[config.mk]
export PLATFORM = sky130hd
export DESIGN_NAME = glob_bracket_set_matcher
export DESIGN_NICKNAME = d
export VERILOG_FILES = /design/src/hdl/gbsm_pkg.sv /design/src/hdl/gbsm_front.sv /design/src/hdl/gbsm_queue.sv /design/src/hdl/gbsm_back.sv /design/src/hdl/glob_bracket_set_matcher.sv
export SDC_FILE = /design/constraint.sdc
export NUM_CORES = 1
export LEC_CHECK = 0
export ABC_CLOCK_PERIOD_IN_PS = 10400
export BUFFER_PORTS_ARGS = -buffer_cell sky130_fd_sc_hd__buf_2
export CORE_ASPECT_RATIO = 1.25
export CORE_MARGIN = 2
export CORE_UTILIZATION = 55
export DETAILED_ROUTE_END_ITERATION = 8
export HOLD_SLACK_MARGIN = 0.15
export PLACE_DENSITY = 0.74
export SLEW_MARGIN = 10
export SYNTH_ARGS = -nofsm -noshare
export SYNTH_HDL_FRONTEND = slang
export SYNTH_HIERARCHICAL = 1
export SYNTH_SLANG_ARGS = --single-unit
[constraint.sdc]
create_clock -name aclk -period 10.4 [get_ports aclk]
set_clock_uncertainty 0.15 [all_clocks]
set_input_delay 0.52 -clock aclk [delete_from_list [all_inputs] [get_ports aclk]]
set_output_delay 0.52 -clock aclk [all_outputs]
set_load 0.01 [all_outputs]
[src/hdl/gbsm_pkg.sv]
package gbsm_pkg;

    // default width of the consumed length count
    localparam int LENGTH_BITS_DEF = 10;

    // classified word queue depth (power of two)
    localparam int QUEUE_DEPTH = 2;

    // configuration register indexes
    localparam logic [1:0] CFG_CASEFOLD = 2'd0;
    localparam logic [1:0] CFG_NOESCAPE = 2'd1;
    localparam logic [1:0] CFG_PATHNAME = 2'd2;

    // result codes
    localparam logic [1:0] RES_NOMATCH   = 2'd0;
    localparam logic [1:0] RES_MATCH     = 2'd1;
    localparam logic [1:0] RES_MALFORMED = 2'd2;
    localparam logic [1:0] RES_UNFINISH  = 2'd3;

    // pattern characters
    localparam logic [7:0] CH_NUL      = 8'h00;
    localparam logic [7:0] CH_BANG     = 8'h21;
    localparam logic [7:0] CH_DASH     = 8'h2D;
    localparam logic [7:0] CH_SLASH    = 8'h2F;
    localparam logic [7:0] CH_RBRACKET = 8'h5D;
    localparam logic [7:0] CH_BSLASH   = 8'h5C;
    localparam logic [7:0] CH_UPPER_A  = 8'h41;
    localparam logic [7:0] CH_UPPER_Z  = 8'h5A;
    localparam logic [7:0] CASE_OFFSET = 8'h20;

    // parser phases
    typedef enum logic [2:0] {
        PH_FIRST,
        PH_SECOND,
        PH_BODY,
        PH_ESC,
        PH_DASH,
        PH_RANGE_ESC,
        PH_DONE
    } phase_t;

    // one classified pattern word, front to back
    typedef struct packed {
        logic       start;
        logic       is_nul;
        logic       is_bang;
        logic       is_rbracket;
        logic       is_escape;
        logic       is_dash;
        logic       slash_forbid;
        logic       casefold;
        logic [7:0] pbyte;
        logic [7:0] subject;
    } cls_word_t;

    // queue status seen by the front and back
    typedef struct packed {
        logic full;
        logic empty;
    } queue_status_t;

    // ASCII lower-case fold when enabled
    function automatic logic [7:0] fold_byte(input logic [7:0] x, input logic cf);
        logic [7:0] r;
        r = x;
        if (cf && x >= CH_UPPER_A && x <= CH_UPPER_Z) begin
            r = x + CASE_OFFSET;
        end
        return r;
    endfunction

endpackage

[src/hdl/gbsm_front.sv]
module gbsm_front
    import gbsm_pkg::*;
(
    input  logic       aclk,
    input  logic       aresetn,
    input  logic       cfg_valid,
    output logic       cfg_ready,
    input  logic [1:0] cfg_index,
    input  logic       cfg_data,
    input  logic       s_tvalid,
    input  logic       s_tuser,
    input  logic [7:0] s_pattern,
    input  logic [7:0] s_subject,
    output cls_word_t  word,
    output logic       push
);

    logic casefold_reg;
    logic noescape_reg;
    logic pathname_reg;

    // configuration registers, always ready
    assign cfg_ready = 1'b1;

    always_ff @(posedge aclk) begin
        if (!aresetn) begin
            casefold_reg <= 1'b0;
            noescape_reg <= 1'b0;
            pathname_reg <= 1'b0;
        end else if (cfg_valid) begin
            unique case (cfg_index)
                CFG_CASEFOLD: casefold_reg <= cfg_data;
                CFG_NOESCAPE: noescape_reg <= cfg_data;
                CFG_PATHNAME: pathname_reg <= cfg_data;
                default: ;
            endcase
        end
    end

    // classify the incoming byte
    always_comb begin
        word.start        = s_tuser;
        word.is_nul       = (s_pattern == CH_NUL);
        word.is_bang      = (s_pattern == CH_BANG);
        word.is_rbracket  = (s_pattern == CH_RBRACKET);
        word.is_escape    = (s_pattern == CH_BSLASH) && !noescape_reg;
        word.is_dash      = (s_pattern == CH_DASH);
        word.slash_forbid = pathname_reg && (s_subject == CH_SLASH);
        word.casefold     = casefold_reg;
        word.pbyte        = s_pattern;
        word.subject      = s_subject;
    end

    assign push = s_tvalid;

endmodule

[src/hdl/gbsm_queue.sv]
module gbsm_queue
    import gbsm_pkg::*;
(
    input  logic          aclk,
    input  logic          aresetn,
    input  logic          push,
    input  cls_word_t     push_word,
    input  logic          pop,
    output cls_word_t     pop_word,
    output queue_status_t status
);

    localparam int PTR_W = (QUEUE_DEPTH > 1) ? $clog2(QUEUE_DEPTH) : 1;
    localparam int CNT_W = $clog2(QUEUE_DEPTH + 1);
    localparam logic [CNT_W-1:0] DEPTH_CNT = CNT_W'(QUEUE_DEPTH);

    cls_word_t        slot_reg [QUEUE_DEPTH];
    logic [PTR_W-1:0] wr_ptr_reg;
    logic [PTR_W-1:0] rd_ptr_reg;
    logic [CNT_W-1:0] count_reg;
    logic             do_push;
    logic             do_pop;

    assign status.full  = (count_reg == DEPTH_CNT);
    assign status.empty = (count_reg == '0);
    assign do_push = push && !status.full;
    assign do_pop  = pop && !status.empty;
    assign pop_word = slot_reg[rd_ptr_reg];

    // storage
    always_ff @(posedge aclk) begin
        if (do_push) begin
            slot_reg[wr_ptr_reg] <= push_word;
        end
    end

    // pointers and fill count
    always_ff @(posedge aclk) begin
        if (!aresetn) begin
            wr_ptr_reg <= '0;
            rd_ptr_reg <= '0;
            count_reg  <= '0;
        end else begin
            if (do_push) begin
                wr_ptr_reg <= wr_ptr_reg + 1'b1;
            end
            if (do_pop) begin
                rd_ptr_reg <= rd_ptr_reg + 1'b1;
            end
            if (do_push && !do_pop) begin
                count_reg <= count_reg + 1'b1;
            end else if (do_pop && !do_push) begin
                count_reg <= count_reg - 1'b1;
            end
        end
    end

endmodule

[src/hdl/gbsm_back.sv]
module gbsm_back
    import gbsm_pkg::*;
#(
    parameter int LENGTH_BITS = LENGTH_BITS_DEF
) (
    input  logic                   aclk,
    input  logic                   aresetn,
    input  queue_status_t          qstat,
    input  cls_word_t              word,
    output logic                   pop,
    output logic                   res_valid,
    input  logic                   res_ready,
    output logic [1:0]             res_code,
    output logic [LENGTH_BITS-1:0] res_len
);

    localparam logic [LENGTH_BITS-1:0] LEN_MAX = '1;

    phase_t                 phase_reg,  phase_next;
    logic                   neg_reg,    neg_next;
    logic                   match_reg,  match_next;
    logic                   pnone_reg,  pnone_next;
    logic [7:0]             pbyte_reg,  pbyte_next;
    logic [7:0]             subj_reg,   subj_next;
    logic                   slashf_reg, slashf_next;
    logic [LENGTH_BITS-1:0] cnt_reg,    cnt_next;
    logic                   ovalid_reg, ovalid_next;
    logic [1:0]             ocode_reg,  ocode_next;
    logic [LENGTH_BITS-1:0] olen_reg,   olen_next;

    logic slot_free;

    assign slot_free = !ovalid_reg || res_ready;
    assign pop       = slot_free && !qstat.empty;
    assign res_valid = ovalid_reg;
    assign res_code  = ocode_reg;
    assign res_len   = olen_reg;

    // parser step on one popped word
    always_comb begin
        phase_t     ph;
        logic       neg;
        logic       mat;
        logic       pnone;
        logic [7:0] pb;
        logic [7:0] subj;
        logic       slf;
        logic [7:0] fsubj;
        logic [7:0] fbyte;
        logic [7:0] flo;
        logic       lit_hit;
        logic       dash_hit;
        logic       range_hit;
        logic       emit;
        logic [1:0] code;
        logic [LENGTH_BITS-1:0] cnt;
        logic [LENGTH_BITS-1:0] cnt_inc;

        ph    = phase_reg;
        neg   = neg_reg;
        mat   = match_reg;
        pnone = pnone_reg;
        pb    = pbyte_reg;
        subj  = subj_reg;
        slf   = slashf_reg;
        cnt   = cnt_reg;
        emit  = 1'b0;
        code  = RES_NOMATCH;

        // a new set clears the parse state
        if (word.start) begin
            ph    = PH_FIRST;
            neg   = 1'b0;
            mat   = 1'b0;
            pnone = 1'b1;
            pb    = '0;
            subj  = word.subject;
            slf   = word.slash_forbid;
            cnt   = '0;
        end

        cnt_inc   = (cnt == LEN_MAX) ? cnt : cnt + 1'b1;
        fsubj     = fold_byte(subj, word.casefold);
        fbyte     = fold_byte(word.pbyte, word.casefold);
        flo       = fold_byte(pb, word.casefold);
        lit_hit   = !slf && (fbyte == fsubj);
        dash_hit  = !slf && (fold_byte(CH_DASH, word.casefold) == fsubj);
        range_hit = !slf && (flo <= fsubj) && (fsubj <= fbyte);

        if (ph == PH_DONE) begin
            // bytes after a result are dropped
        end else if (word.is_nul) begin
            emit = 1'b1;
            code = (ph == PH_DASH) ? RES_UNFINISH : RES_MALFORMED;
            ph   = PH_DONE;
        end else begin
            cnt = cnt_inc;
            unique case (ph)
                PH_FIRST, PH_SECOND: begin
                    if (ph == PH_FIRST && word.is_bang) begin
                        neg = 1'b1;
                        ph  = PH_SECOND;
                    end else if (word.is_rbracket) begin
                        // leading bracket is a literal member
                        if (subj == CH_RBRACKET) mat = 1'b1;
                        pnone = 1'b0;
                        pb    = CH_RBRACKET;
                        ph    = PH_BODY;
                    end else if (word.is_escape) begin
                        ph = PH_ESC;
                    end else begin
                        // previous char is none here, so a dash is literal
                        if (lit_hit) mat = 1'b1;
                        pnone = 1'b0;
                        pb    = word.pbyte;
                        ph    = PH_BODY;
                    end
                end
                PH_BODY: begin
                    if (word.is_rbracket) begin
                        emit = 1'b1;
                        code = {1'b0, mat ^ neg};
                        ph   = PH_DONE;
                    end else if (word.is_escape) begin
                        ph = PH_ESC;
                    end else if (word.is_dash && !pnone) begin
                        ph = PH_DASH;
                    end else begin
                        if (lit_hit) mat = 1'b1;
                        pnone = 1'b0;
                        pb    = word.pbyte;
                    end
                end
                PH_ESC: begin
                    if (lit_hit) mat = 1'b1;
                    pnone = 1'b0;
                    pb    = word.pbyte;
                    ph    = PH_BODY;
                end
                PH_DASH: begin
                    if (word.is_rbracket) begin
                        // trailing dash is a literal
                        if (dash_hit) mat = 1'b1;
                        emit = 1'b1;
                        code = {1'b0, mat ^ neg};
                        ph   = PH_DONE;
                    end else if (word.is_escape) begin
                        ph = PH_RANGE_ESC;
                    end else begin
                        if (range_hit) mat = 1'b1;
                        pnone = 1'b1;
                        ph    = PH_BODY;
                    end
                end
                PH_RANGE_ESC: begin
                    if (range_hit) mat = 1'b1;
                    pnone = 1'b1;
                    ph    = PH_BODY;
                end
                default: ph = PH_DONE;
            endcase
        end

        // commit only when a word is popped
        phase_next  = phase_reg;
        neg_next    = neg_reg;
        match_next  = match_reg;
        pnone_next  = pnone_reg;
        pbyte_next  = pbyte_reg;
        subj_next   = subj_reg;
        slashf_next = slashf_reg;
        cnt_next    = cnt_reg;
        ovalid_next = ovalid_reg && !res_ready;
        ocode_next  = ocode_reg;
        olen_next   = olen_reg;
        if (pop) begin
            phase_next  = ph;
            neg_next    = neg;
            match_next  = mat;
            pnone_next  = pnone;
            pbyte_next  = pb;
            subj_next   = subj;
            slashf_next = slf;
            cnt_next    = cnt;
            if (emit) begin
                ovalid_next = 1'b1;
                ocode_next  = code;
                olen_next   = cnt;
            end
        end
    end

    // control state
    always_ff @(posedge aclk) begin
        if (!aresetn) begin
            phase_reg  <= PH_FIRST;
            neg_reg    <= 1'b0;
            match_reg  <= 1'b0;
            pnone_reg  <= 1'b1;
            pbyte_reg  <= '0;
            subj_reg   <= '0;
            slashf_reg <= 1'b0;
            cnt_reg    <= '0;
            ovalid_reg <= 1'b0;
        end else begin
            phase_reg  <= phase_next;
            neg_reg    <= neg_next;
            match_reg  <= match_next;
            pnone_reg  <= pnone_next;
            pbyte_reg  <= pbyte_next;
            subj_reg   <= subj_next;
            slashf_reg <= slashf_next;
            cnt_reg    <= cnt_next;
            ovalid_reg <= ovalid_next;
        end
    end

    // result payload
    always_ff @(posedge aclk) begin
        ocode_reg <= ocode_next;
        olen_reg  <= olen_next;
    end

endmodule

[src/hdl/glob_bracket_set_matcher.sv]
// Bracket-set matcher for glob patterns.
// Input stream s_*: one word per pattern byte, starting after the '['.
//   s_tuser marks the first byte of a set and latches the subject char
//   carried in s_tdata[15:8]. The byte 0 ends the pattern string.
// Output stream m_*: one word per set, given at the closing ']' or at NUL,
//   carrying the result code and the consumed byte count (saturating).
// Config channel cfg_*: index 0 casefold, 1 noescape, 2 pathname; always
//   ready; write only while no set is in flight.
// Throughput is one pattern byte per cycle while results are accepted: the
//   parser state update is combinational and registered on each pop, and a
//   two-entry word queue sits between the classifier and the parser.
// m_tvalid rises once the parser has popped the closing byte from the queue
//   and loaded the result register; queued words or a held result delay it.
// Reset (aresetn low, synchronous) clears config, queue and parser; parsing
//   without a set start runs against subject 0.
// When m_tready is low with a result pending, the result register holds and
//   the parser stops popping; the queue fills and then s_tready drops.
module glob_bracket_set_matcher
    import gbsm_pkg::*;
#(
    parameter int LENGTH_BITS = LENGTH_BITS_DEF
) (
    input  logic        aclk,
    input  logic        aresetn,
    input  logic        cfg_valid,
    output logic        cfg_ready,
    input  logic [1:0]  cfg_index,
    input  logic        cfg_data,
    input  logic        s_tvalid,
    output logic        s_tready,
    input  logic [15:0] s_tdata,   // pattern_byte[7:0], subject_char[15:8]
    input  logic        s_tuser,   // start_set
    output logic        m_tvalid,
    input  logic        m_tready,
    // set_result[1:0], consumed_length[LENGTH_BITS+1:2], zero fill above
    output logic [((2 + LENGTH_BITS + 7) / 8) * 8 - 1:0] m_tdata
);

    localparam int OUT_W = ((2 + LENGTH_BITS + 7) / 8) * 8;

    cls_word_t              front_word;
    cls_word_t              back_word;
    logic                   front_push;
    logic                   back_pop;
    queue_status_t          qstat;
    logic [1:0]             res_code;
    logic [LENGTH_BITS-1:0] res_len;

    assign s_tready = !qstat.full;
    assign m_tdata  = OUT_W'({res_len, res_code});

    gbsm_front u_front (
        .aclk      (aclk),
        .aresetn   (aresetn),
        .cfg_valid (cfg_valid),
        .cfg_ready (cfg_ready),
        .cfg_index (cfg_index),
        .cfg_data  (cfg_data),
        .s_tvalid  (s_tvalid),
        .s_tuser   (s_tuser),
        .s_pattern (s_tdata[7:0]),
        .s_subject (s_tdata[15:8]),
        .word      (front_word),
        .push      (front_push)
    );

    gbsm_queue u_queue (
        .aclk      (aclk),
        .aresetn   (aresetn),
        .push      (front_push),
        .push_word (front_word),
        .pop       (back_pop),
        .pop_word  (back_word),
        .status    (qstat)
    );

    gbsm_back #(
        .LENGTH_BITS (LENGTH_BITS)
    ) u_back (
        .aclk      (aclk),
        .aresetn   (aresetn),
        .qstat     (qstat),
        .word      (back_word),
        .pop       (back_pop),
        .res_valid (m_tvalid),
        .res_ready (m_tready),
        .res_code  (res_code),
        .res_len   (res_len)
    );

endmodule

Word level (Yosys, flattened, before mapping)
Memories as Yosys holds them, arrays and structs flattened. A register that Yosys moved wholly into a read port is not among the register bits. Index checks and enable logic that the tools add are counted.

Order comparisons: 8. Equal/unequal tests: 18. $add $sub $neg: 8. Multiplexer cells: 85. Bitwise operators: 2. Reductions and logical operators: 42.

Operators with widths (number): 2-to-1 mux 8 bit (13); 2-to-1 mux 1 bit (50); 2-to-1 mux 10 bit (4); 2-to-1 mux 3 bit (10); adder 8 x 6 -> 8 bit, second input constant (3); equality test 8 x 6 -> 1 bit, second input constant (3); equality test 8 x 7 -> 1 bit, second input constant (3); greater-or-equal comparator 8 x 7 -> 1 bit, second input constant (3); less-or-equal comparator 8 x 7 -> 1 bit, second input constant (3); one-hot mux 8 bit (3 select lines) (1); logical AND 1 bit (20); less-or-equal comparator 8 bit (2); one-hot mux 3 bit (4 select lines) (1); adder 10 x 1 -> 10 bit, second input constant (1); equality test 10 bit, second input constant (1); one-hot mux 1 bit (5 select lines) (2); equality test 3 bit, second input constant (3); logical NOT 1 bit (9); equality test 6 x 8 -> 1 bit, first input constant (1); equality test 8 bit (1); logical NOT 8 bit (1); AND reduction 2 bit (4); equality test 3 x 2 -> 1 bit, second input constant (2); 2-to-1 mux 2 bit (3); other kinds (13) (19).

Word-level logic and storage cells: 181. Bits in registers: 53. Output and inout port bits: 19. Memories kept: 1. Bits in writable memories: 48. Bits of input ports: 25.

Memories: u_queue.slot_reg (words 2, bits a word 24, read ports 1, clocked after Yosys merged registers in 1, wr ports 1, line gbsm_queue.sv:17) `cls_word_t slot_reg [QUEUE_DEPTH];`.

Longest topological paths before layout
Gate-level depths: netlist (run 1).

Depth in word-level cells: 16. Gate-level depth with buffers: 21. Depth with buffers taken out: 18.

Cells and area by module
Netlist (run 1), hierarchy kept.

Modules (own cells, without submodules): gbsm_back (cells each 422, instances 1, seq. area each 1041.0 sq um, area an instance 3343.2 sq um); gbsm_queue (cells each 100, instances 1, seq. area each 1541.5 sq um, area an instance 1960.6 sq um); gbsm_front (cells each 49, instances 1, seq. area each 60.1 sq um, area an instance 396.6 sq um); glob_bracket_set_matcher (cells each 6, instances 1, seq. area each 0.0 sq um, area an instance 37.5 sq um).

Worst setup path after synthesis (run 1)
Ideal clock, no wire load.

Path type: reg-to-reg. From: reg with a tool-made name. To: reg u_back.match_reg. Path buffers: 7. Period minus slack after synthesis: 3.905 ns. Library setup time: 0.059 ns. Cell stages (with the launch flop): 19. Setup slack: 6.495 ns. Required time: 10.191 ns. Arrival: 3.696 ns. Path through: dfxtp_1 -> buf_2 -> buf_2 -> mux2_2 -> buf_6 -> buf_4 -> clkbuf_1 -> clkbuf_1 -> clkbuf_1 -> mux2i_1 -> ha_1 -> nor2b_1 -> o21a_1 -> o21ai_0 -> a21oi_1 -> o211ai_1 -> a21oi_1 -> nor4_1 -> a41o_1.

RTL lines: end signal: assignment (line gbsm_back.sv:208) `match_reg <= match_next;`; end: declaration (line gbsm_back.sv:21) `logic match_reg, match_next;`.

==> flow_summary.json, run 1 <==
{
  "status": "completed",
  "drt-total-wl_mm": 11.7,
  "endpoint_kind": "flop",
  "rows": 41,
  "rrSetupSlack_ps": 6170,
  "yosys_warnings": 6,
  "diodes": 0,
  "cpPeakStageDelay_ps": 930,
  "core_um2": 10100,
  "arrival_ps": 4310,
  "layout.nets": 629,
  "cp_max_fo": 52,
  "worst-path-buf-inv": 4,
  "fillerInstances": 854,
  "final_common_cell": "edfxtp_1",
  "holdWs_ps": 230,
  "die_h_um": 118,
  "power_density_nw_per_um2": 265,
  "min_period_over_period_pct": 40.7,
  "r2r_end": "u_back/match_reg$_SDFFE_PN0P_",
  "path_cells": "buf_4, mux2_2, mux2i_2, inv_2, nor3_2, mux2i_1, and2_4, nand2_1, and2_1, inv_1, ha_1, nand4_1, inv_1, nand4_1, o31a_1, nand2b_1, o21ai_0, a21oi_1, a41o_1",
  "min_period_ps": 4230,
  "port_buffers": 38,
  "cpLargestDelayFamily": "multiplexers",
  "ios": 44,
  "cts_buffers": 9,
  "rr_worst_depth": 19,
  "dieArea_um2": 11300,
  "synth_edf_count": 60,
  "grt_pass1_vias": 4022,
  "use_met3_pct": 4.78,
  "endpoint": "u_back/match_reg$_SDFFE_PN0P_",
  "drtPass1Iterations": 5,
  "path_clk_slew_ps": 70,
  "die_w_um": 95.4,
  "synthArstFlopShare_pct": 0,
  "root_buffer": "clkbuf_16",
  "ant_nets": 0,
  "grt.met1_usage_pct": 25.7,
  "peakVddDrop_mv": 0.125,
  "path_class": "flop to flop",
  "postCtsSetupRepairBufs": 0,
  "place_congestion": 0.968,
  "setup_violations": 0,
  "postSynthAreaPerCell_um2": 9.94,
  "maxSlewViolCount": 0,
  "cap_violations": 0,
  "worstSkewPairLatency_ps": 340,
  "cp.depth": 19,
  "holdBufCountCts": 0,
  "globalRouteTotalUtil_pct": 21.6,
  "dpl.hpwl_mm": 8.50,
  "grtUsageMet2_pct": 36.6,
  "syn_to_final_growth_pct": 6.63,
  "timing.final.ws_setup_ps": 6170,
  "cellLeakagePower_uw": 0.00235,
  "drtIter0Drc": 265,
  "post-route-drc-count": 0,
  "grt_start_max_net_pins": 53,
  "grt_pass1_wl_mm": 19.0,
  "fin_util_pct": 60.5,
  "finalHoldViolations": 0,
  "rsz0062_at_grt": "false",
  "timing.fmax_mhz": 236,
  "critPathSlowestCell": "mux2_2",
  "setup-tns-final_ps": 0,
  "cts.path.max_buffers": 2,
  "tightestPinTransition_ps": 1150,
  "overflow": 0,
  "ys_seq_elements": 102,
  "synth_cell_types": 67,
  "largest_reg_flops": 48,
  "ctsResizeCount": 0,
  "numClockSinks": 102,
  "synth_flop_cell": "edfxtp_1",
  "layout_common_cells": "edfxtp_1 (60), nand2_1 (49), nor2_1 (44)",
  "drive_gt1_share_pct": 16.9,
  "cts_tree": "yes",
  "synthCells": 577,
  "ys_seq_area_share_pct": 46.1,
  "top_usage_layer": "met2",
  "relSlewSlack_pct": 23.1,
  "min_path_type": "input pin to flop",
  "preCtsSetupSlack_ps": 6200,
  "netlist_area_um2": 5740,
  "num_vias": 4246,
  "h-tree-depth": 3,
  "wire_per_inst_um": 16.3,
  "initial_core_util_pct": 56.8,
  "viasPerCell": 5.91,
  "cp.required_ps": 10480,
  "antenna_found_initial": 0,
  "worst_setup_path_start_kind": "flop"
}
report_power, final:
| group | internal [µW] | switching (µW) |
|---|---|---|
| clock network | 162 | 143 |
| logic | 289 | 446 |
| registers | 525 | 56.9 |
cell families (layout without fill, tap and decap cells):
kind of cell	count (synthesis)	in the layout	synth area share (%)
xor+xnor	10	10	1.53
buf+inv	75	85	6.78
flops	102	102	46.1
other cells	2	5	0.131
compound gates	123	123	14.0
fa+ha+maj	19	19	4.14
simple gates	206	206	19.6
mux	40	40	7.76
worst min path at each step:
stage	cells after the start	start	slack, ps	endpoint
floorplan	2	u_front/casefold_reg$_SDFFE_PN0P_	290	u_front/casefold_reg$_SDFFE_PN0P_
global placement	0	u_front/casefold_reg$_SDFFE_PN0P_	290	u_queue/slot_reg[0][16]$_DFFE_PP_
detailed placement	2	u_back/pbyte_reg[6]$_SDFFE_PN0P_	300	u_back/pbyte_reg[6]$_SDFFE_PN0P_
CTS	1	s_tuser	220	u_queue/slot_reg[0][23]$_DFFE_PP_
global route	1	s_tdata[11]	220	u_queue/slot_reg[1][3]$_DFFE_PP_
finish	1	s_tdata[12]	230	u_queue/slot_reg[1][4]$_DFFE_PP_
synthesized netlist by cell type (7+ instances only):
master    number  area share (%)
ha_1          19             4.1
nor2_1        44             2.9
edfxtp_1      60              31
nand2_1       49             3.2
clkbuf_1      14            0.92
mux2_2        27             5.3
a21oi_1       29             2.5
o21ai_0       33             2.9
nor3b_1       10             1.3
o211a_1        7             1.2
nand4_1        9            0.98
a21boi_0       9             1.2
buf_4         25             3.3
nand3_1        8            0.70
nor2b_1       21             2.3
nand2b_1      14             1.5
inv_1         23             1.5
nor3_1        11            0.96
and2_1         7            0.76
dfxtp_1       42              15
mux2i_1       10             1.7
worst reg2reg max path: cells and delay by family, from the launching register on:
| kind | cells | cell delay [ps] |
|---|---|---|
| DFF | 1 | 310 |
| buffers and inverters | 4 | 480 |
| and+or+nand+nor | 7 | 830 |
| adders and majority gates | 1 | 320 |
| muxes | 3 | 1460 |
| AOI/OAI and AO/OA | 4 | 580 |
layout make-up:
type | count | area (µm²) | area share [%]
Multi-Input combinational cell | 403 | 2720 | 44.5
Sequential cell | 102 | 2640 | 43.2
Clock buffer | 11 | 233 | 3.80
Timing Repair Buffer | 42 | 220 | 3.60
Tap cell | 129 | 161 | 2.64
Inverter | 27 | 101 | 1.66
Clock inverter | 5 | 36.3 | 0.593
stage by stage:
stage,cell area [µm²],total power (µW),std cells
detailed placement,5850,1320,703
finish,6120,1620,719
global placement,5850,1300,703
global route,6120,1740,719
CTS,6120,1630,719
floorplan,5750,1150,580
layer usage:
metal	up-vias	part of all wire (%)
met5	-	0
met4	0	3.5
met3	28	4.8
met2	129	51
met1	2019	41
li1	2070	-
Power figures use the tool's default switching activity.
==> run 2: changes to the inputs <==
Settings changed: ABC_CLOCK_PERIOD_IN_PS 10400 to 4300.
Clock period 10.4 ns to 4.3 ns, I/O delays scaled along.
==> run 2 against run 1 <==
Against the previous run: design area increased by 4.5%; critical path type unchanged; cell count rose by 3.8%; sequential power grew 140%; largest cell class unchanged.
==> flow_summary.json, run 2 (synthesis results as in run 1) <==
{
  "min_path_type": "input pin to flop",
  "antenna_found_initial": 0,
  "arrival_ps": 3820,
  "die_h_um": 118,
  "rr_worst_depth": 18,
  "path_class": "flop to flop",
  "ctsResizeCount": 0,
  "port_buffers": 38,
  "status": "completed",
  "maxSlewViolCount": 0,
  "root_buffer": "clkbuf_16",
  "hold_start": "m_tready",
  "grt_pass1_vias": 4262,
  "critPathSlowestCell": "mux2_2",
  "setup_violations": 0,
  "timing.fmax_mhz": 269,
  "diodes": 0,
  "overflow": 0,
  "cellLeakagePower_uw": 0.00248,
  "setup-tns-final_ps": 0,
  "worst_setup_path_start_kind": "flop",
  "cp.required_ps": 4390,
  "hold_depth": 4,
  "dpl.hpwl_mm": 8.92,
  "place_congestion": 1.02,
  "globalRouteTotalUtil_pct": 23.4,
  "relSlewSlack_pct": 23.1,
  "tightestPinTransition_ps": 1150,
  "peakVddDrop_mv": 0.351,
  "viasPerCell": 5.89,
  "holdWs_ps": 162,
  "drtIter0Drc": 355,
  "initial_core_util_pct": 56.8,
  "cap_violations": 0,
  "final_common_cell": "edfxtp_1",
  "finalHoldViolations": 0,
  "post-route-drc-count": 0,
  "core_um2": 10100,
  "rows": 41,
  "rsz0062_at_grt": "false",
  "wire_per_inst_um": 16.8,
  "min_to": "u_back/res_valid$_SDFF_PN0_",
  "num_vias": 4395,
  "h-tree-depth": 3,
  "path_clk_slew_ps": 70,
  "cts_tree": "yes",
  "min_period_ps": 3720,
  "cp_max_fo": 18,
  "drtPass1Iterations": 5,
  "endpoint_kind": "flop",
  "grt_pass1_wl_mm": 20.6,
  "syn_to_final_growth_pct": 11.4,
  "r2r_end": "u_back/match_reg$_SDFFE_PN0P_",
  "worstSkewPairLatency_ps": 340,
  "power_density_nw_per_um2": 631,
  "layout.nets": 656,
  "ios": 44,
  "cts.path.max_buffers": 2,
  "grt_start_max_net_pins": 44,
  "numClockSinks": 102,
  "drt-total-wl_mm": 12.6,
  "die_w_um": 95.4,
  "largest_reg_flops": 48,
  "cts_buffers": 9,
  "ant_nets": 0,
  "drive_gt1_share_pct": 16.9,
  "cpPeakStageDelay_ps": 550,
  "rrSetupSlack_ps": 580,
  "layout_common_cells": "edfxtp_1 (60), nand2_1 (49), nor2_1 (44)",
  "path_cells": "mux2_2, mux2i_2, inv_2, nor3_2, mux2i_1, and2_4, nand2_1, and2_1, inv_1, ha_1, nand4_1, inv_1, nand4_1, o31a_1, nand2b_1, o21ai_0, a21oi_1, a41o_1",
  "dieArea_um2": 11300,
  "min_period_over_period_pct": 86.6
}
-- run 2: layout make-up --
cell class                 instances  area, µm²
fill                             799       3710
multi-input combinational        403       2720
sequential                       102       2640
timing repair buffer              69        483
clock buffer                      10        229
tap                              129        161
inverter                          27        101
clock inverter                     6       52.6
-- run 2: routing by layer --
metal	track usage, %	share of wire, %	up-vias
li1	-	-	2131
met5	0	0	-
met1	28.1	40	2091
met4	10.9	3.0	0
met2	40.7	52	145
met3	3.06	4.4	28
-- run 2: worst max-delay path, delay by kind of cell, from the launching register on --
| family | cells | cell delay, ps |
|---|---|---|
| AOI/OAI and AO/OA | 4 | 580 |
| and+or+nand+nor | 7 | 810 |
| buffers and inverters | 3 | 200 |
| DFF | 1 | 540 |
| muxes | 3 | 1010 |
| adders and majority gates | 1 | 310 |
-- run 2: how the worst max path moves through the flow --
stage,cells past startpoint,endpoint,slack (ps),startpoint
after floorplan,18,u_back/match_reg$_SDFFE_PN0P_,390,flop
after global placement,16,u_back/match_reg$_SDFFE_PN0P_,770,flop
after detailed placement,18,u_back/match_reg$_SDFFE_PN0P_,590,flop
after CTS,18,u_back/match_reg$_SDFFE_PN0P_,570,flop
after global routing,18,u_back/match_reg$_SDFFE_PN0P_,250,flop
final,18,u_back/match_reg$_SDFFE_PN0P_,580,flop
-- run 2: metrics by stage --
| step | instances | utilization (%) | power (µW) | instance area [µm²] | worst slack [ps] |
|---|---|---|---|---|---|
| after CTS | 746 | 63.3 | 4030 | 6390 | 574 |
| after global placement | 706 | 58.1 | 3180 | 5870 | 769 |
| after floorplan | 580 | - | 2780 | 5750 | 395 |
| after detailed placement | 706 | 58.1 | 3230 | 5870 | 591 |
| final | 746 | 63.3 | 4030 | 6390 | 578 |
| after global routing | 746 | 63.3 | 4300 | 6390 | 247 |
-- run 2: power by group --
group          total (µW)  internal, µW  switching (µW)
Clock                 776           402             373
Sequential           1420          1270             150
Combinational        1840           733            1100
-- run 2: repair_timing --
action	CTS	global route
hold buffers	24	0
endpoints found under the setup margin	0	0
buffers inserted	0	0
hold endpoints to repair	42	0
